**config.mk**
```make
export PLATFORM = sky130hd
export DESIGN_NAME = tree_route_next_hop
export DESIGN_NICKNAME = d
export VERILOG_FILES = /design/src/hw/rtl/trnh_pkg.sv /design/src/hw/rtl/trnh_sat_mac.sv /design/src/hw/rtl/tree_route_next_hop.sv
export SDC_FILE = /design/constraint.sdc
export NUM_CORES = 1
export LEC_CHECK = 0
export CELL_PAD_IN_SITES_DETAIL_PLACEMENT = 0
export CELL_PAD_IN_SITES_GLOBAL_PLACEMENT = 1
export CORE_MARGIN = 1
export CORE_UTILIZATION = 47
export CTS_CLUSTER_DIAMETER = 50
export DETAILED_ROUTE_END_ITERATION = 8
export DONT_BUFFER_PORTS = 1
export HOLD_SLACK_MARGIN = 0.1
export PLACE_DENSITY = 0.81
export SYNTH_ARGS = -nofsm -noshare
export SYNTH_HDL_FRONTEND = slang
export SYNTH_SLANG_ARGS = --single-unit
```
**constraint.sdc**
```tcl
create_clock -name clk -period 7.1 [get_ports clk]
set_input_delay 1.065 -clock clk [delete_from_list [all_inputs] [get_ports clk]]
set_output_delay 1.065 -clock clk [all_outputs]
set_load 0.03 [all_outputs]
```
**src/hw/rtl/trnh_pkg.sv**
```systemverilog
package trnh_pkg;

  // default widths of tree addresses and depths
  localparam int DEF_ADDR_BITS  = 16;
  localparam int DEF_DEPTH_BITS = 4;

  // child and router counts
  localparam int COUNT_W = 8;

  // block size arithmetic, saturating at 2^40
  localparam int                  CSKIP_W   = 41;
  localparam logic [CSKIP_W-1:0]  CSKIP_CAP = {1'b1, {(CSKIP_W-1){1'b0}}};

  // configuration register indexes
  localparam int                  CFG_IDX_W         = 3;
  localparam logic [CFG_IDX_W-1:0] CFG_MAX_DEPTH    = 3'd0;
  localparam logic [CFG_IDX_W-1:0] CFG_MAX_CHILDREN = 3'd1;
  localparam logic [CFG_IDX_W-1:0] CFG_MAX_ROUTERS  = 3'd2;
  localparam logic [CFG_IDX_W-1:0] CFG_OWN_ADDRESS  = 3'd3;
  localparam logic [CFG_IDX_W-1:0] CFG_OWN_DEPTH    = 3'd4;
  localparam logic [CFG_IDX_W-1:0] CFG_PARENT_ADDR  = 3'd5;

  // configuration reset values
  localparam int RST_MAX_DEPTH    = 5;
  localparam int RST_MAX_CHILDREN = 4;
  localparam int RST_MAX_ROUTERS  = 4;

  // routing actions
  typedef enum logic [1:0] {
    ACT_DELIVER   = 2'd0,
    ACT_FORWARD   = 2'd1,
    ACT_DROP_LOOP = 2'd2,
    ACT_DROP_TTL  = 2'd3
  } action_t;

  // sequencer states
  typedef enum logic [2:0] {
    S_IDLE,
    S_PAR_SUM,
    S_PAR_CHK,
    S_KID_SUM,
    S_KID_CHK,
    S_DIV,
    S_DONE
  } state_t;

endpackage

```
**src/hw/rtl/trnh_sat_mac.sv**
```systemverilog
module trnh_sat_mac (
  input  logic [trnh_pkg::CSKIP_W-1:0] acc,
  input  logic [trnh_pkg::COUNT_W-1:0] mult,
  output logic [trnh_pkg::CSKIP_W-1:0] res
);

  localparam int PW = trnh_pkg::CSKIP_W + trnh_pkg::COUNT_W;

  logic [PW-1:0] prod;

  // acc * mult + 1, clipped at the block size cap
  assign prod = {{trnh_pkg::COUNT_W{1'b0}}, acc} * {{trnh_pkg::CSKIP_W{1'b0}}, mult}
              + PW'(1);
  assign res  = (prod > PW'(trnh_pkg::CSKIP_CAP)) ? trnh_pkg::CSKIP_CAP
                                                  : prod[trnh_pkg::CSKIP_W-1:0];

endmodule

```
**src/hw/rtl/tree_route_next_hop.sv**
```systemverilog
// Tree routing next-hop decision, one packet at a time.
// Input channel (in_valid/in_ready) carries one packet description per item;
// the result channel (out_valid/out_ready) returns one routing decision per item.
// Configuration is written through cfg_wr_en/cfg_index/cfg_wdata, one register per
// cycle; the user must write it only while no packet is in flight, since the block
// itself does not enforce this. Drops, deliveries and broadcasts go from accept
// straight to S_DONE and on into the output register. Unicast forwarding computes
// the address block size on one shared saturating multiply-add unit, one step per
// cycle: first, where needed, the parent block (S_PAR_SUM) and its check
// (S_PAR_CHK), then the own block (S_KID_SUM, S_KID_CHK), then a bit-serial
// restoring remainder (S_DIV) and the hand-over (S_DONE); the sequencer then
// returns to S_IDLE before the next item is accepted.
// in_ready is high only while the sequencer is idle, so one item is worked at a
// time. A finished result moves into the output register; while the receiver
// stalls it is held there and the next item may already be accepted and worked.
// A further result waits in the sequencer until the output register frees up.
// Reset (rst_n low at a clock edge) empties the block and restores the
// configuration defaults: max_depth 5, max_children 4, max_routers 4, addresses
// and own_depth 0.
module tree_route_next_hop #(
  parameter int ADDR_BITS  = trnh_pkg::DEF_ADDR_BITS,
  parameter int DEPTH_BITS = trnh_pkg::DEF_DEPTH_BITS
) (
  input  logic                            clk,
  input  logic                            rst_n,
  // configuration write port
  input  logic                            cfg_wr_en,
  input  logic [trnh_pkg::CFG_IDX_W-1:0]  cfg_index,
  input  logic [ADDR_BITS-1:0]            cfg_wdata,
  // packet in
  input  logic                            in_valid,
  output logic                            in_ready,
  input  logic [ADDR_BITS-1:0]            in_dest_address,
  input  logic [7:0]                      in_ttl_in,
  input  logic                            in_from_self,
  input  logic                            in_forwarded_before,
  input  logic                            in_going_up,
  input  logic                            in_dest_broadcast,
  // decision out
  output logic                            out_valid,
  input  logic                            out_ready,
  output logic [1:0]                      out_action,
  output logic [ADDR_BITS-1:0]            out_hop_addr,
  output logic                            out_hop_broadcast,
  output logic [7:0]                      out_ttl_out,
  output logic                            out_add_ip_header
);

  localparam int CW   = trnh_pkg::CSKIP_W;
  localparam int NW   = trnh_pkg::COUNT_W;
  localparam int BC_W = $clog2(ADDR_BITS);

  // configuration registers
  logic [DEPTH_BITS-1:0] max_depth_r;
  logic [NW-1:0]         max_children_r;
  logic [NW-1:0]         max_routers_r;
  logic [ADDR_BITS-1:0]  own_address_r;
  logic [DEPTH_BITS-1:0] own_depth_r;
  logic [ADDR_BITS-1:0]  parent_address_r;

  always_ff @(posedge clk) begin
    if (!rst_n) begin
      max_depth_r      <= DEPTH_BITS'(trnh_pkg::RST_MAX_DEPTH);
      max_children_r   <= NW'(trnh_pkg::RST_MAX_CHILDREN);
      max_routers_r    <= NW'(trnh_pkg::RST_MAX_ROUTERS);
      own_address_r    <= '0;
      own_depth_r      <= '0;
      parent_address_r <= '0;
    end else if (cfg_wr_en) begin
      case (cfg_index)
        trnh_pkg::CFG_MAX_DEPTH:    max_depth_r      <= cfg_wdata[DEPTH_BITS-1:0];
        trnh_pkg::CFG_MAX_CHILDREN: max_children_r   <= cfg_wdata[NW-1:0];
        trnh_pkg::CFG_MAX_ROUTERS:  max_routers_r    <= cfg_wdata[NW-1:0];
        trnh_pkg::CFG_OWN_ADDRESS:  own_address_r    <= cfg_wdata;
        trnh_pkg::CFG_OWN_DEPTH:    own_depth_r      <= cfg_wdata[DEPTH_BITS-1:0];
        trnh_pkg::CFG_PARENT_ADDR:  parent_address_r <= cfg_wdata;
        default: ;
      endcase
    end
  end

  // sequencer and work registers
  trnh_pkg::state_t       state_r, state_nxt;
  logic [CW-1:0]          acc_r, acc_nxt;
  logic [DEPTH_BITS-1:0]  cnt_r, cnt_nxt;
  logic [BC_W-1:0]        bit_cnt_r, bit_cnt_nxt;
  logic [ADDR_BITS-1:0]   x_r, x_nxt;
  logic [ADDR_BITS-1:0]   rem_r, rem_nxt;
  logic [ADDR_BITS-1:0]   dest_r, dest_nxt;
  logic [1:0]             act_r, act_nxt;
  logic [ADDR_BITS-1:0]   hop_r, hop_nxt;
  logic                   hopb_r, hopb_nxt;
  logic [7:0]             ttl_r, ttl_nxt;
  logic                   hdr_r, hdr_nxt;

  // output register
  logic                   out_valid_r, out_valid_nxt;
  logic [1:0]             out_action_r, out_action_nxt;
  logic [ADDR_BITS-1:0]   out_hop_r, out_hop_nxt;
  logic                   out_hopb_r, out_hopb_nxt;
  logic [7:0]             out_ttl_r, out_ttl_nxt;
  logic                   out_hdr_r, out_hdr_nxt;

  // shared saturating multiply-add
  logic [NW-1:0] mac_mult;
  logic [CW-1:0] mac_res;

  assign mac_mult = (cnt_r != '0) ? max_routers_r : max_children_r;

  trnh_sat_mac u_mac (
    .acc  (acc_r),
    .mult (mac_mult),
    .res  (mac_res)
  );

  // packet classification on the input fields
  logic       in_loop;
  logic [7:0] in_ttl_dec;
  logic       in_deliver;
  logic       in_unicast;

  assign in_loop    = in_from_self & in_forwarded_before;
  assign in_ttl_dec = (in_ttl_in == 8'd0) ? 8'd0 : in_ttl_in - 8'd1;
  assign in_deliver = in_going_up & (in_dest_broadcast | (in_dest_address == own_address_r));
  assign in_unicast = !in_loop && (in_ttl_dec != 8'd0) && !in_deliver && !in_dest_broadcast;

  // block size set-up for own block and parent block
  logic                  kid_none, par_none;
  logic [DEPTH_BITS-1:0] kid_cnt, par_cnt;

  assign kid_none = own_depth_r >= max_depth_r;
  assign par_none = own_depth_r > max_depth_r;
  assign kid_cnt  = max_depth_r - own_depth_r - DEPTH_BITS'(1);
  assign par_cnt  = max_depth_r - own_depth_r;

  // destination checks against the block sizes
  logic [ADDR_BITS:0]   first_addr;
  logic                 in_par_block;
  logic [ADDR_BITS:0]   rem_sh;
  logic [CW-1:0]        rem_diff;
  logic                 rem_ge;

  assign first_addr   = {1'b0, own_address_r} + (ADDR_BITS+1)'(1);
  assign in_par_block = (dest_r > own_address_r) &&
                        (CW'(dest_r - own_address_r) < acc_r);
  assign rem_sh       = {rem_r, x_r[ADDR_BITS-1]};
  assign rem_diff     = CW'(rem_sh) - acc_r;
  assign rem_ge       = CW'(rem_sh) >= acc_r;

  always_ff @(posedge clk) begin
    if (!rst_n) begin
      state_r     <= trnh_pkg::S_IDLE;
      out_valid_r <= 1'b0;
    end else begin
      state_r     <= state_nxt;
      out_valid_r <= out_valid_nxt;
    end
  end

  always_ff @(posedge clk) begin
    acc_r        <= acc_nxt;
    cnt_r        <= cnt_nxt;
    bit_cnt_r    <= bit_cnt_nxt;
    x_r          <= x_nxt;
    rem_r        <= rem_nxt;
    dest_r       <= dest_nxt;
    act_r        <= act_nxt;
    hop_r        <= hop_nxt;
    hopb_r       <= hopb_nxt;
    ttl_r        <= ttl_nxt;
    hdr_r        <= hdr_nxt;
    out_action_r <= out_action_nxt;
    out_hop_r    <= out_hop_nxt;
    out_hopb_r   <= out_hopb_nxt;
    out_ttl_r    <= out_ttl_nxt;
    out_hdr_r    <= out_hdr_nxt;
  end

  // next state and work register updates
  always_comb begin
    state_nxt      = state_r;
    acc_nxt        = acc_r;
    cnt_nxt        = cnt_r;
    bit_cnt_nxt    = bit_cnt_r;
    x_nxt          = x_r;
    rem_nxt        = rem_r;
    dest_nxt       = dest_r;
    act_nxt        = act_r;
    hop_nxt        = hop_r;
    hopb_nxt       = hopb_r;
    ttl_nxt        = ttl_r;
    hdr_nxt        = hdr_r;
    out_valid_nxt  = out_valid_r & ~out_ready;
    out_action_nxt = out_action_r;
    out_hop_nxt    = out_hop_r;
    out_hopb_nxt   = out_hopb_r;
    out_ttl_nxt    = out_ttl_r;
    out_hdr_nxt    = out_hdr_r;
    in_ready       = 1'b0;

    case (state_r)
      trnh_pkg::S_IDLE: begin
        in_ready = 1'b1;
        if (in_valid) begin
          dest_nxt = in_dest_address;
          hop_nxt  = '0;
          hopb_nxt = 1'b0;
          acc_nxt  = '0;
          if (in_loop) begin
            act_nxt = trnh_pkg::ACT_DROP_LOOP;
            ttl_nxt = in_ttl_in;
            hdr_nxt = 1'b0;
          end else begin
            ttl_nxt = in_ttl_dec;
            hdr_nxt = in_from_self;
            if (in_ttl_dec == 8'd0) begin
              act_nxt = trnh_pkg::ACT_DROP_TTL;
            end else if (in_deliver) begin
              act_nxt = trnh_pkg::ACT_DELIVER;
            end else begin
              act_nxt  = trnh_pkg::ACT_FORWARD;
              hopb_nxt = in_dest_broadcast;
            end
          end
          if (!in_unicast) begin
            state_nxt = trnh_pkg::S_DONE;
          end else if (own_address_r == '0) begin
            if (kid_none) begin
              hop_nxt   = parent_address_r;
              state_nxt = trnh_pkg::S_DONE;
            end else begin
              cnt_nxt   = kid_cnt;
              state_nxt = trnh_pkg::S_KID_SUM;
            end
          end else if (par_none) begin
            hop_nxt   = parent_address_r;
            state_nxt = trnh_pkg::S_DONE;
          end else begin
            cnt_nxt   = par_cnt;
            state_nxt = trnh_pkg::S_PAR_SUM;
          end
        end
      end

      // parent block size, one multiply-add per cycle
      trnh_pkg::S_PAR_SUM: begin
        acc_nxt = mac_res;
        if (cnt_r != '0) begin
          cnt_nxt = cnt_r - DEPTH_BITS'(1);
        end else begin
          state_nxt = trnh_pkg::S_PAR_CHK;
        end
      end

      // destination inside the parent's block goes down, else up; always up when no child level is left
      trnh_pkg::S_PAR_CHK: begin
        acc_nxt = '0;
        if (!in_par_block || kid_none) begin
          hop_nxt   = parent_address_r;
          state_nxt = trnh_pkg::S_DONE;
        end else begin
          cnt_nxt   = kid_cnt;
          state_nxt = trnh_pkg::S_KID_SUM;
        end
      end

      // own block size
      trnh_pkg::S_KID_SUM: begin
        acc_nxt = mac_res;
        if (cnt_r != '0) begin
          cnt_nxt = cnt_r - DEPTH_BITS'(1);
        end else begin
          state_nxt = trnh_pkg::S_KID_CHK;
        end
      end

      // below the first child block, or start the remainder
      trnh_pkg::S_KID_CHK: begin
        if ({1'b0, dest_r} < first_addr) begin
          hop_nxt   = first_addr[ADDR_BITS-1:0];
          state_nxt = trnh_pkg::S_DONE;
        end else begin
          x_nxt       = dest_r - first_addr[ADDR_BITS-1:0];
          rem_nxt     = '0;
          bit_cnt_nxt = BC_W'(ADDR_BITS - 1);
          state_nxt   = trnh_pkg::S_DIV;
        end
      end

      // restoring remainder by the block size, one bit per cycle
      trnh_pkg::S_DIV: begin
        x_nxt   = x_r << 1;
        rem_nxt = rem_ge ? rem_diff[ADDR_BITS-1:0] : rem_sh[ADDR_BITS-1:0];
        if (bit_cnt_r == '0) begin
          hop_nxt   = dest_r - rem_nxt;
          state_nxt = trnh_pkg::S_DONE;
        end else begin
          bit_cnt_nxt = bit_cnt_r - BC_W'(1);
        end
      end

      // hand the decision to the output register
      trnh_pkg::S_DONE: begin
        if (!out_valid_r || out_ready) begin
          out_valid_nxt  = 1'b1;
          out_action_nxt = act_r;
          out_hop_nxt    = hop_r;
          out_hopb_nxt   = hopb_r;
          out_ttl_nxt    = ttl_r;
          out_hdr_nxt    = hdr_r;
          state_nxt      = trnh_pkg::S_IDLE;
        end
      end

      default: begin
        state_nxt = trnh_pkg::S_IDLE;
      end
    endcase
  end

  assign out_valid         = out_valid_r;
  assign out_action        = out_action_r;
  assign out_hop_addr      = out_hop_r;
  assign out_hop_broadcast = out_hopb_r;
  assign out_ttl_out       = out_ttl_r;
  assign out_add_ip_header = out_hdr_r;

`ifndef SYNTHESIS
  // broadcast hop only on a forward
  a_bcast_fwd: assert property (@(posedge clk) disable iff (!rst_n)
    out_valid && out_hop_broadcast |-> out_action == trnh_pkg::ACT_FORWARD)
    else $error("broadcast hop without forward");

  // unicast hop is zero unless forwarding
  a_hop_zero: assert property (@(posedge clk) disable iff (!rst_n)
    out_valid && out_action != trnh_pkg::ACT_FORWARD |-> out_hop_addr == '0 &&
    !out_hop_broadcast)
    else $error("next hop set on a non-forward item");

  // a loop drop never reports an added header
  a_loop_hdr: assert property (@(posedge clk) disable iff (!rst_n)
    out_valid && out_action == trnh_pkg::ACT_DROP_LOOP |-> !out_add_ip_header)
    else $error("header flag on loop drop");

  // remainder stays below the block size
  a_rem_bound: assert property (@(posedge clk) disable iff (!rst_n)
    state_r == trnh_pkg::S_DIV |-> CW'(rem_r) < acc_r)
    else $error("remainder not below divisor");

  // own block size never zero when dividing
  a_cskip_nz: assert property (@(posedge clk) disable iff (!rst_n)
    state_r == trnh_pkg::S_KID_CHK |-> acc_r != '0)
    else $error("zero block size");
`endif

endmodule
```
After elaboration in Yosys (flattened, before gate mapping)
Index checks and enable logic that the tools add are counted.
{ "classes": {"n_addsub": 11, "multipliers": 1, "div_mod_pow": 0, "magnitude_cmp": 7, "eq_ne": 26, "n_shift": 0, "muxes": 48, "bitwise_logic": 5, "n_reduce_logical": 39} }
{ "ops": {"columns": ["cell", "n"], "rows": [
  ["16-bit two-way mux", 11],
  ["41-bit one-hot mux with 3 select lines", 1],
  ["41-bit two-way mux", 2],
  ["16-bit one-hot mux with 2 select lines", 2],
  ["16-bit one-hot mux with 4 select lines", 1],
  ["49-bit by 1-bit adder with 49-bit output, second input constant", 1],
  ["49-bit by 41-bit greater-than comparator with 1-bit output, second input constant", 1],
  ["41-bit by 8-bit multiplier with 49-bit output", 1],
  ["16-bit subtractor", 3],
  ["17-bit by 41-bit >= comparator with 1-bit output", 1],
  ["41-bit less-than comparator", 1],
  ["4-bit two-way mux", 9],
  ["3-bit two-way mux", 10],
  ["8-bit two-way mux", 3],
  ["2-bit inequality test, second input constant", 11],
  ["3-bit one-hot mux with 7 select lines", 1],
  ["2-bit AND reduction", 10],
  ["16-bit by 1-bit adder with 17-bit output, second input constant", 1],
  ["16-bit by 17-bit less-than comparator with 1-bit output", 1],
  ["16-bit by 16-bit subtractor with 17-bit output", 1],
  ["16-bit == test", 1],
  ["16-bit greater-than comparator", 1],
  ["16-bit zero test", 1],
  ["8-bit zero test", 2],
  ["31 further kinds", 60]
]} }
{ "word_totals": {"register_bits": 213, "latch_bits": 0, "mem_bits_rw": 0, "mem_bits_ro": 0, "out_inout_bits": 30, "memories": 0} }

Depth between registers and ports, before layout
Gate-level depths: netlist (run 1).
{ "depth": {"depth_word": 9, "depth_mapped": 28, "depth_no_buf": 25} }

Hierarchy
From an unflattened synthesis (run 1), not the netlist that was laid out.
{ "unflattened": {"hier_cells": 2794, "area_unflattened_um2": 24910.1} }
{ "modules_own_cells": {"columns": ["mod", "instances", "cells_each", "area_per_inst_um2", "seq_area_each_um2"], "rows": [
  ["tree_route_next_hop", 1, 1409, 13505.5, 5795.6],
  ["trnh_sat_mac", 1, 1385, 11404.7, 0.0]
]} }

Worst setup path after synthesis (run 1)
No wires, ideal clock.
{ "synth_path": {"kind": "flip-flop to flip-flop", "start": "register cnt_r[0]", "end": "register acc_r[32] (data pin)", "setup_time_ps": 167, "arrival_ps": 7196, "required_time_ps": 6933, "slack_ps": -263, "stages_incl_launch_ff": 26, "path_buffers": 3, "period_less_slack_ps": 7363, "path_cell_list": "edfxtp_1 > inv_1 > ha_1 > nor3b_1 > clkbuf_1 > mux2i_1 > clkbuf_1 > nor2_1 > fa_1 > fa_1 > fa_1 > inv_1 > fa_1 > inv_1 > ha_1 > a21o_1 > a31o_1 > a221o_1 > a21o_1 > a31o_2 > a21o_1 > xnor2_1 > nor4b_2 > nand4_4 > buf_6 > a211oi_1"} }
{ "synth_between": {"elab_chain_len": 7} }
{ "synth_rtl": {"columns": ["item", "line", "source"], "rows": [
  ["from (decl)", "tree_route_next_hop.sv:85", "logic [DEPTH_BITS-1:0] cnt_r, cnt_nxt;"],
  ["from (signal assigned)", "tree_route_next_hop.sv:162", "cnt_r <= cnt_nxt;"],
  ["4-bit nonzero test *", "tree_route_next_hop.sv:108", "assign mac_mult = (cnt_r != '0) ? max_routers_r : max_children_r;"],
  ["8-bit two-way mux *", "tree_route_next_hop.sv:108", null],
  ["41-bit by 8-bit multiplier with 49-bit output *", "trnh_sat_mac.sv:12", "assign prod = {{trnh_pkg::COUNT_W{1'b0}}, acc} * {{trnh_pkg::CSKIP_W{1'b0}}, mult}"],
  ["49-bit by 1-bit adder with 49-bit output *", "trnh_sat_mac.sv:13", "+ PW'(1);"],
  ["49-bit by 41-bit greater-than comparator with 1-bit output", "trnh_sat_mac.sv:14", "assign res = (prod > PW'(trnh_pkg::CSKIP_CAP)) ? trnh_pkg::CSKIP_CAP"],
  ["41-bit two-way mux *", "trnh_sat_mac.sv:14", null],
  ["41-bit one-hot mux with 3 select lines *", "tree_route_next_hop.sv:201", "case (state_r)"],
  ["to (signal assigned)", "tree_route_next_hop.sv:161", "acc_r <= acc_nxt;"],
  ["to (decl)", "tree_route_next_hop.sv:84", "logic [CW-1:0] acc_r, acc_nxt;"]
]} }
Every way passes the cells marked *; elsewhere a longest branch is shown, timed or not.
A chain may end at the register's enable or synchronous reset.

Worst setup path in the final report (run 1)
{ "layout_path": {"start": "register cnt_r[1]", "end": "register acc_r[5] (data pin)"} }
The elaborated chain is that of the path after synthesis.

==> results of run 1 <==
## power by group through the flow
stage	clock, mW	sequential (mW)	combinational, mW
2_1_floorplan	0	1.95	3.23
3_3_place_gp	0	2.12	4.59
3_5_place_dp	0	2.12	4.68
4_1_cts	1.55	2.10	4.74
5_1_grt	1.60	2.14	5.31
6_report	1.53	2.11	4.78
## through the flow
| stage | cell area, sq um | power (mW) | util (%) | setup WS [ns] |
|---|---|---|---|---|
| 3_5_place_dp | 25900 | 6.80 | 51.3 | -0.0641 |
| 3_3_place_gp | 25900 | 6.71 | 51.3 | 0.0251 |
| 2_1_floorplan | 24200 | 5.19 | - | 0.129 |
| 5_1_grt | 27100 | 9.04 | 53.7 | -0.303 |
| 6_report | 27100 | 8.42 | 53.7 | -0.0369 |
| 4_1_cts | 27000 | 8.39 | 53.4 | -0.0161 |
## final cells by class
cell class	instances	area, sq um	share of cell area, %
multi-input combinational	2048	16800	62.0
tap	672	841	3.10
timing repair buffer	147	1300	4.78
clock inverter	20	228	0.840
inverter	362	1360	5.01
clock buffer	33	782	2.88
sequential	213	5800	21.4
## sequential cells by signal, indices dropped and copies added (netlist names), 2 cells and up
name,flops
dest_r,16
out_ttl_out,8
own_address_r,16
max_children_r,8
out_hop_addr,16
x_r,16
out_action,2
max_depth_r,4
act_r,2
ttl_r,8
own_depth_r,4
rem_r,16
parent_address_r,16
bit_cnt_r,4
max_routers_r,8
hop_r,16
state_r,3
acc_r,41
cnt_r,4
## worst register-to-register path: cells and delay by family, from the launching register on
kind / cells / cell delay [ns]
adder cells (fa/ha/maj): 6 / 2.55
AND/OR/NAND/NOR: 4 / 0.68
AO/OA/AOI/OAI: 7 / 1.78
XOR/XNOR: 1 / 0.16
flip-flops: 1 / 0.42
multiplexers: 1 / 0.27
buffers and inverters: 8 / 1.14
## how the worst min path moves through the flow
stage,start,endpoint,cells past startpoint
after CTS,hopb_r,out_hop_broadcast,0
after global placement,hdr_r,out_add_ip_header,0
final,hop_r[2],out_hop_addr[2],0
after detailed placement,hop_r[2],out_hop_addr[2],0
after global routing,hop_r[6],out_hop_addr[6],0
after floorplan,act_r[0],out_action[0],0
## kinds of logic after synthesis
| logic type | after synthesis | synth area share [%] |
|---|---|---|
| flip-flops | 213 | 24.0 |
| buffers and inverters | 467 | 7.56 |
| AND/OR/NAND/NOR | 939 | 17.8 |
| adder cells (fa/ha/maj) | 425 | 29.4 |
| AO/OA/AOI/OAI | 540 | 15.9 |
| XOR/XNOR | 119 | 4.31 |
| multiplexers | 25 | 1.07 |
## routing by layer
layer	global-route usage (%)	vias to the layer above	routed length, um
met3	3.64	78	4190
met4	4.75	0	1130
met1	36.4	10000	30300
li1	-	9410	-
met5	0	-	0
met2	44.6	561	33400
## placed cells by master (no fill, tap or decap), types with 7 or more instances in the layout
cell type and instances:
inv_1 361, nor2_1 335, nand2_1 285, fa_1 237, ha_1 184, edfxtp_1 153
buf_4 133, a21oi_1 113, xnor2_1 87, o21ai_0 78, a21o_1 65, dfxtp_1 60
a21boi_0 51, nand3_1 47, and2_1 46, nor3_1 43, nand4_1 38, a211oi_2 33
xor2_1 31, clkbuf_16 31, nor2b_1 27, nand2b_1 22, o211ai_1 20, a31oi_1 19
a221o_1 16, nor4_1 15, o21bai_1 14, o21ai_1 13, mux2i_1 13, or3_1 12
and3_1 12, a211oi_1 12, buf_12 12, o21a_1 11, or2_2 10, a211o_1 7
## timing repair
action | in CTS | in global routing
cloned | 1 | 1
setup buffers | 3 | 2
pin swaps | 4 | 5
gates resized for setup | 9 | 25
setup endpoints to repair | 30 | 41
==> results_dict.tcl, run 1 <==
set metrics [dict create \
    outcome "finished, violations left" \
    violations "negative setup slack" \
    power_switching_mw 3.87 \
    setup_violations 5 \
    ir_drop_v 0.000204 \
    yosys.area.top_type_share_pct 19.8 \
    cts.root.buffer_cell "clkbuf_16" \
    place_inst 3435 \
    finClkSkew_ns 0.0365 \
    yosysSeqAreaShare_pct 24.0 \
    port_buffers 0 \
    cts_sinks 213 \
    max_stage_delay_ns 0.56 \
    coreArea_sq_um 50500 \
    wl_per_cell_um 19.7 \
    critPathCaptureType "flop" \
    syn_to_final_growth_pct 12.1 \
    drt_iter0_drc 1638 \
    ys_types 87 \
    grt_pass1_wl_mm 110 \
    die_x_um 229 \
    worstMarginPinSlew_ns 1.26 \
    cap_violations 0 \
    yosysWarnings 0 \
    hold_viol 0 \
    rows 82 \
    synthFlopType "edfxtp_1" \
    critPathRequiredTime_ns 7.49 \
    path_depth 27 \
    post-route-drc-count 0 \
    synth_fp_nets 3205 \
    die_area_sq_um 52400 \
    antenna_cells 0 \
    switching_share_pct 46.0 \
    firstDrtPassIters 6 \
    grt_pass1_vias 20200 \
    cp-endpoint "acc_r[5]" \
    ant_nets 0 \
    reg2regPathDepth 27 \
    arrival_ns 7.53 \
    hold_buffers 0 \
    drt-total-wl_mm 69.0 \
    drv_slew 0 \
    postSynthAreaPerCell_sq_um 8.87 \
    critPathKind "flop to flop" \
    pwr-share-clk_pct 18.1 \
    viasPerCell 5.74 \
    rrSetupSlack_ns -0.04 \
    setup-tns-final_ns -0.0930 \
    finalNonFillerCells 3495 \
    netlist_top_cells_count "inv_1, nor2_1, nand2_1" \
    synthArstFlopShare_pct 0 \
    synth_most_common_cell "inv_1" \
    die_h_um 229 \
    pin_count 82 \
    ys_top_cells_by_area "fa_1, edfxtp_1, ha_1" \
    grt_max_degree 62 \
    start_util_pct 47.9 \
    synth_edf_count 153 \
    syn_inst 2728 \
    clk_pin_slew_ns 0.06 \
    antenna_found_initial 1 \
    regToRegEndpoint "acc_r[5]" \
    post-route-period-util_pct 101 \
    grt_use_total_pct 26.4 \
    pwr-share-comb_pct 56.8 \
    cts_tree "done" \
    p_per_area_nw_per_um2 311 \
    place_congestion 0.953 \
    hold_ws_ns 0.417 \
    crit_path_frequent_cell "fa_1" \
    slew_headroom_pct 15.5 \
    cts_buffers 29 \
    critical-path-slowest-cell "fa_1" \
    n_fill_cell 4678 \
    pwr-share-seq_pct 25.0 \
    hold_path.class "flop to flop" \
    fin_ws_ns -0.0369 \
    grt-ovfl-total 0 \
    fin_crit_ns 7.14 \
    intPower_mw 4.55 \
    path_buf_inv 8 \
    dr_total_vias 20100 \
    yosysTopAreaCell "fa_1" \
    setup.worst_path.start "cnt_r[1]" \
    fin_nets 3278 \
    clock.fmax_mhz 140 \
    crit_family "adder cells" \
    critPathLaunchType "flop" \
    synth_area_sq_um 24200 \
    rsz0062_at_grt "yes" \
    dp_hpwl_mm 55.4 \
    clock_path_buffers 3 \
    r2r-start "cnt_r[1]" \
    leakagePower_nw 11.7 \
    clk_latency_ns 0.57 \
    critical_path_peak_fanout 30 \
    ys_ff_latch 213 \
    cts_max_level 1 \
    drive_gt1_share_pct 10.8 \
]
(Power assumes the default switching activity.)
==> run 2, diff against run 1 <==
ABC_AREA = 1   (was unset)
CORE_UTILIZATION = 45   (was 47)
==> run 2 against run 1 <==
- largest power group unchanged
- sequential power about the same
- power up 43%
- worst setup slack better by 0.52 ns
- cell area down 3.4%
- first-iteration DRC count down 4.1%
- wire length up 5.6%
- critical path depth up 3
- maximum frequency up 7.8%
- flip-flop and latch count unchanged
- sequential share of layout area up 0.74 points
- the flow now finishes without violations
- die area up 4.2%
- hold slack worse by 0.0028 ns
==> results_dict.tcl, run 2 <==
set metrics [dict create \
    outcome "finished, final reports clean" \
    antenna_found_initial 0 \
    place_area_sq_um 25100 \
    synth_most_common_cell "nand2_1" \
    ir_drop_v 0.000330 \
    cts.root.buffer_cell "clkbuf_16" \
    design_area_sq_um 26200 \
    yosysSeqAreaShare_pct 24.0 \
    clock_path_buffers 3 \
    grt_use_total_pct 27.0 \
    critical-path-slowest-cell "fa_1" \
    drt-total-wl_mm 72.9 \
    fin_ws_ns 0.482 \
    setup-tns-final_ns 0 \
    cts_buffers 30 \
    postSynthAreaPerCell_sq_um 7.59 \
    n_fill_cell 5209 \
    grt-ovfl-total 0 \
    finClkSkew_ns 0.0143 \
    clock.fmax_mhz 151 \
    clk_latency_ns 0.57 \
    setup_violations 0 \
    max_stage_delay_ns 0.55 \
    synth_edf_count 153 \
    fin_nets 3665 \
    pin_count 82 \
    netlist_top_cells_count "nand2_1, inv_1, nor2_1" \
    p_per_area_nw_per_um2 460 \
    critPathKind "flop to flop" \
    wl_met1_mm 32.4 \
    yosys.area.top_type_share_pct 19.8 \
    largest_register_ff_count 41 \
    hold_path.class "flop to flop" \
    critPathRequiredTime_ns 7.51 \
    grt_pass1_wl_mm 114 \
    worstMarginPinSlew_ns 1.10 \
    top_layer "met4" \
    synthArstFlopShare_pct 0 \
    ant_nets 0 \
    synth_fp_nets 3659 \
    cts_sinks 213 \
    antenna_cells 0 \
    grt_pass1_vias 20900 \
    leakagePower_nw 12.4 \
    layout_commonest_cell "nand2_1" \
    rsz0062_at_grt "no" \
    ys_ff_latch 213 \
    arrival_ns 7.03 \
    firstDrtPassIters 7 \
    syn_to_final_growth_pct 8.49 \
    critPathLaunchType "flop" \
    coreArea_sq_um 52800 \
    viasPerCell 5.38 \
    die_h_um 234 \
    port_buffers 0 \
    synth_area_sq_um 24200 \
    slew_headroom_pct 26.4 \
    drv_slew 0 \
    hold_viol 0 \
    cts_tree "done" \
    drive_gt1_share_pct 5.32 \
    critPathCaptureType "flop" \
    dp_hpwl_mm 59.1 \
    die_x_um 234 \
    wl_met3_mm 4.68 \
    regArea_sq_um 5800 \
    cts_max_level 1 \
    hold_ws_ns 0.415 \
    final_cell_mix "nand2_1, inv_1, nor2_1, fa_1, ha_1" \
    wl_per_cell_um 18.7 \
    place_ws_ns 0.514 \
    cap_violations 0 \
    grt_max_degree 58 \
    yosysTopAreaCell "fa_1" \
    synthFlopType "edfxtp_1" \
    start_util_pct 45.8 \
    ys_types 49 \
    yosysWarnings 0 \
    fin_crit_ns 6.62 \
    drt_iter0_drc 1571 \
    critical_path_peak_fanout 34 \
    hold_buffers 0 \
    place_congestion 0.933 \
    wl_met2_mm 33.8 \
    rows 84 \
    post-route-drc-count 0 \
    die_area_sq_um 54600 \
    post-route-period-util_pct 93.2 \
    dr_total_vias 21000 \
    clk_pin_slew_ns 0.06 \
    regMostFlops "acc_r" \
    crit_path_frequent_cell "nand2_1" \
    ys_top_cells_by_area "fa_1, edfxtp_1, nand2_1" \
    syn_inst 3182 \
    multiInputGateArea_sq_um 16000 \
]
[run 2: cell count changes after synthesis, moves of 56 or more]
| cell | previous run | this run |
|---|---|---|
| nand2_1 | 287 | 658 |
| inv_1 | 362 | 548 |
| a21oi_1 | 115 | 175 |
| nand3_1 | 47 | 105 |
| nor2_1 | 336 | 484 |
| a21o_1 | 65 | 9 |
| o21ai_0 | 83 | 161 |
[run 2: layer usage]
| metal | global-route usage (%) | vias up |
|---|---|---|
| met5 | 0 | - |
| met4 | 7.43 | 0 |
| met3 | 3.21 | 115 |
| met2 | 43.8 | 630 |
| met1 | 37.9 | 10200 |
| li1 | - | 10100 |
[run 2: final cells by class]
type                            instances  area share, %
Sequential cell                       213           22.1
Timing Repair Buffer                   31           1.32
Inverter                              583           8.37
Tap cell                              688           3.29
Clock buffer                           35           2.94
Clock inverter                         21          0.974
Multi-Input combinational cell       2329           61.0
[run 2: repair_timing]
action,CTS,global route
buffers inserted,0,2
endpoints found under the setup margin,0,12
resized for setup,0,3
[run 2: per-stage QoR]
stage	utilization (%)	power (mW)	std cells
detailed placement	47.6	10.5	3841
finish	49.7	12.0	3900
global route	49.7	13.2	3900
floorplan	-	7.95	3182
global placement	47.6	10.4	3841
CTS	49.6	12.1	3897
[run 2: final timing paths]
kind	slack [ns]	cells past startpoint	startpoint	end
worst max-delay path	0.48	30	cnt_r[0]	acc_r[35]
worst min-delay path	0.41	0	act_r[0]	out_action[0]
worst max register to register	0.48	30	cnt_r[0]	acc_r[35]
worst min register to register	0.41	0	act_r[0]	out_action[0]
[run 2: worst max-delay path, delay by kind of cell (launching register included)]
kind,cells,cell delay (ns)
simple gates,14,1.67
fa+ha+maj,6,2.76
buf+inv,6,0.72
flops,1,0.34
compound gates,4,0.95
[run 2: power breakdown]
group / internal [mW] / total (mW) / switching, mW
Combinational: 2.79 / 8.43 / 5.64
Sequential: 1.76 / 2.08 / 0.313
Clock: 0.935 / 1.54 / 0.609
[run 2: cell families (layout without fill, tap and decap cells)]
logic type / count (synthesis) / in the layout / synth area share (%)
DFF: 213 / 213 / 24.0
AOI/OAI and AO/OA: 411 / 411 / 9.28
and+or+nand+nor: 1422 / 1422 / 24.6
xor gates and xnor gates: 70 / 70 / 2.54
buffers and inverters: 640 / 670 / 10.1
adders and majority gates: 425 / 425 / 29.4
muxes: 1 / 1 / 0.0414
==> run 3, diff against run 2 <==
CORE_MARGIN = unset   (was 1)
GPL_TIMING_DRIVEN = 0   (was unset)
RECOVER_POWER = 25   (was unset)
==> run 3 against run 2 <==
- utilization is 1.2 points higher
- cell area is 2.5% higher
- sequential power is 2% lower
- largest power group unchanged
==> results_dict.tcl, run 3 (synthesized netlist as in run 2, its figures left out) <==
set metrics [dict create \
    fin_crit_ns 6.75 \
    power_switching_mw 6.70 \
    clock.fmax_mhz 148 \
    cap_violations 0 \
    place_congestion 0.976 \
    pwr-share-comb_pct 71.1 \
    cts_max_level 1 \
    die_area_sq_um 54600 \
    wl_met3_mm 6.24 \
    finClkSkew_ns 0.0345 \
    wl_met1_mm 33.3 \
    clock_path_buffers 3 \
    post-route-period-util_pct 95.1 \
    drive_gt1_share_pct 7.80 \
    pwr-share-clk_pct 12.4 \
    critical-path-slowest-cell "fa_1" \
    largest_register_ff_count 41 \
    wl_per_cell_um 18.8 \
    max_stage_delay_ns 0.60 \
    regMostFlops "acc_r" \
    outcome "finished, final reports clean" \
    grt_pass1_wl_mm 115 \
    grt-ovfl-total 0 \
    setup_violations 0 \
    hold_viol 0 \
    layout_commonest_cell "nand2_1" \
    grt_max_degree 33 \
    die_x_um 234 \
    rows 84 \
    antenna_found_initial 0 \
    drv_slew 0 \
    hold_ws_ns 0.419 \
    arrival_ns 7.20 \
    start_util_pct 45.8 \
    coreArea_sq_um 52800 \
    firstDrtPassIters 6 \
    ir_drop_v 0.000296 \
    n_fill_cell 5080 \
    reg2regPathDepth 32 \
    top_layer "met4" \
    critical_path_peak_fanout 8 \
    cts_tree "done" \
    r2r-start "cnt_r[0]" \
    switching_share_pct 54.5 \
    post-route-drc-count 0 \
    leakagePower_nw 12.6 \
    critPathRequiredTime_ns 7.55 \
    wl_met2_mm 32.9 \
    p_per_area_nw_per_um2 458 \
    pin_count 82 \
    critPathLaunchType "flop" \
    intPower_mw 5.60 \
    drt-total-wl_mm 74.6 \
    cts_buffers 29 \
    critPathKind "flop to flop" \
    regToRegEndpoint "acc_r[4]" \
    rrSetupSlack_ns 0.35 \
    critPathCaptureType "flop" \
    regArea_sq_um 5800 \
    clk_pin_slew_ns 0.06 \
    viasPerCell 5.40 \
    drt_iter0_drc 1970 \
    multiInputGateArea_sq_um 16200 \
    design_area_sq_um 26900 \
    place_area_sq_um 25100 \
    hp-start "ttl_r[2]" \
    slew_headroom_pct 17.9 \
    cts_sinks 213 \
    ant_nets 0 \
    worstMarginPinSlew_ns 1.22 \
    grt_use_total_pct 27.4 \
    clk_latency_ns 0.60 \
    dp_hpwl_mm 62.1 \
    dr_total_vias 21400 \
    pwr-share-seq_pct 16.6 \
    port_buffers 0 \
    final_util_pct 50.9 \
    worstHoldEndpoint "out_ttl_out[2]" \
    crit_path_frequent_cell "nand2_1" \
    final_cell_mix "nand2_1, inv_1, nor2_1, fa_1, ha_1" \
    holdPathStages 0 \
    fin_nets 3725 \
    hold_path.class "flop to flop" \
    cts.root.buffer_cell "clkbuf_16" \
    die_h_um 234 \
    antenna_cells 0 \
    grt_pass1_vias 20500 \
    syn_to_final_growth_pct 11.2 \
]
[run 3: cell types whose count changed in the layout (fill, tap and decap cells not counted), sizes merged]
cell / delta
clkinv: -1
clkbuf: +44
clkinvlp: +7
buf: +13
bufinv: -1
inv: -3
[run 3: worst max path at each step]
stage          startpoint   endpoint  slack [ns]  cells after the start
2_1_floorplan    cnt_r[0]  acc_r[36]        0.95                     29
3_5_place_dp     cnt_r[0]   acc_r[2]       -1.16                     32
6_report         cnt_r[0]   acc_r[4]        0.35                     32
5_1_grt          cnt_r[0]   acc_r[4]       -0.02                     34
4_1_cts          cnt_r[0]   acc_r[2]       0.007                     33
3_3_place_gp     cnt_r[0]   acc_r[2]       -1.27                     32
[run 3: layout make-up]
class                      instances  area share (%)
sequential                       213            21.6
buffer                            55            1.37
clock buffer                      31            2.77
multi-input combinational       2329            60.3
clock inverter                    23            1.00
tap                              688            3.21
inverter                         583            8.26
timing repair buffer              37            1.49
[run 3: layer usage]
| layer | GRT usage [%] | vias to the layer above |
|---|---|---|
| met1 | 38.8 | 10300 |
| met5 | 0 | - |
| li1 | - | 10200 |
| met3 | 6.68 | 129 |
| met4 | 7.12 | 0 |
| met2 | 41.7 | 674 |
[run 3: worst max-delay path: cells and delay by family (launching register included)]
| kind | cells | cell delay, ns |
|---|---|---|
| flops | 1 | 0.39 |
| fa+ha+maj | 6 | 2.73 |
| buf+inv | 7 | 1.06 |
| simple gates | 18 | 2.18 |
| compound gates | 1 | 0.22 |
[run 3: metrics by stage]
| step | power [mW] | instances | TNS (ns) | setup WS [ns] |
|---|---|---|---|---|
| final | 12.3 | 3959 | 0 | 0.350 |
| after global routing | 13.5 | 3959 | -0.0222 | -0.0163 |
| after CTS | 12.0 | 3946 | 0 | 0.00712 |
| after detailed placement | 10.3 | 3875 | -43.96 | -1.16 |
| after global placement | 10.2 | 3870 | -63.29 | -1.27 |
| after floorplan | 7.95 | 3182 | 0 | 0.951 |
[run 3: power groups by stage]
stage | registers, mW | logic [mW] | clock network (mW)
after CTS | 2.03 | 8.47 | 1.55
final | 2.04 | 8.75 | 1.52
after global placement | 2.07 | 8.14 | 0
after global routing | 2.06 | 9.86 | 1.59
after floorplan | 1.94 | 6.01 | 0
after detailed placement | 2.06 | 8.28 | 0
[run 3: what timing repair did]
| item | 4_1_cts | 5_1_grt |
|---|---|---|
| hold buffers | 0 | 0 |
| gates cloned | 0 | 1 |
| setup endpoints to repair | 41 | 41 |
| buffers inserted | 17 | 13 |
| resized for setup | 68 | 60 |
| pin swaps | 0 | 9 |
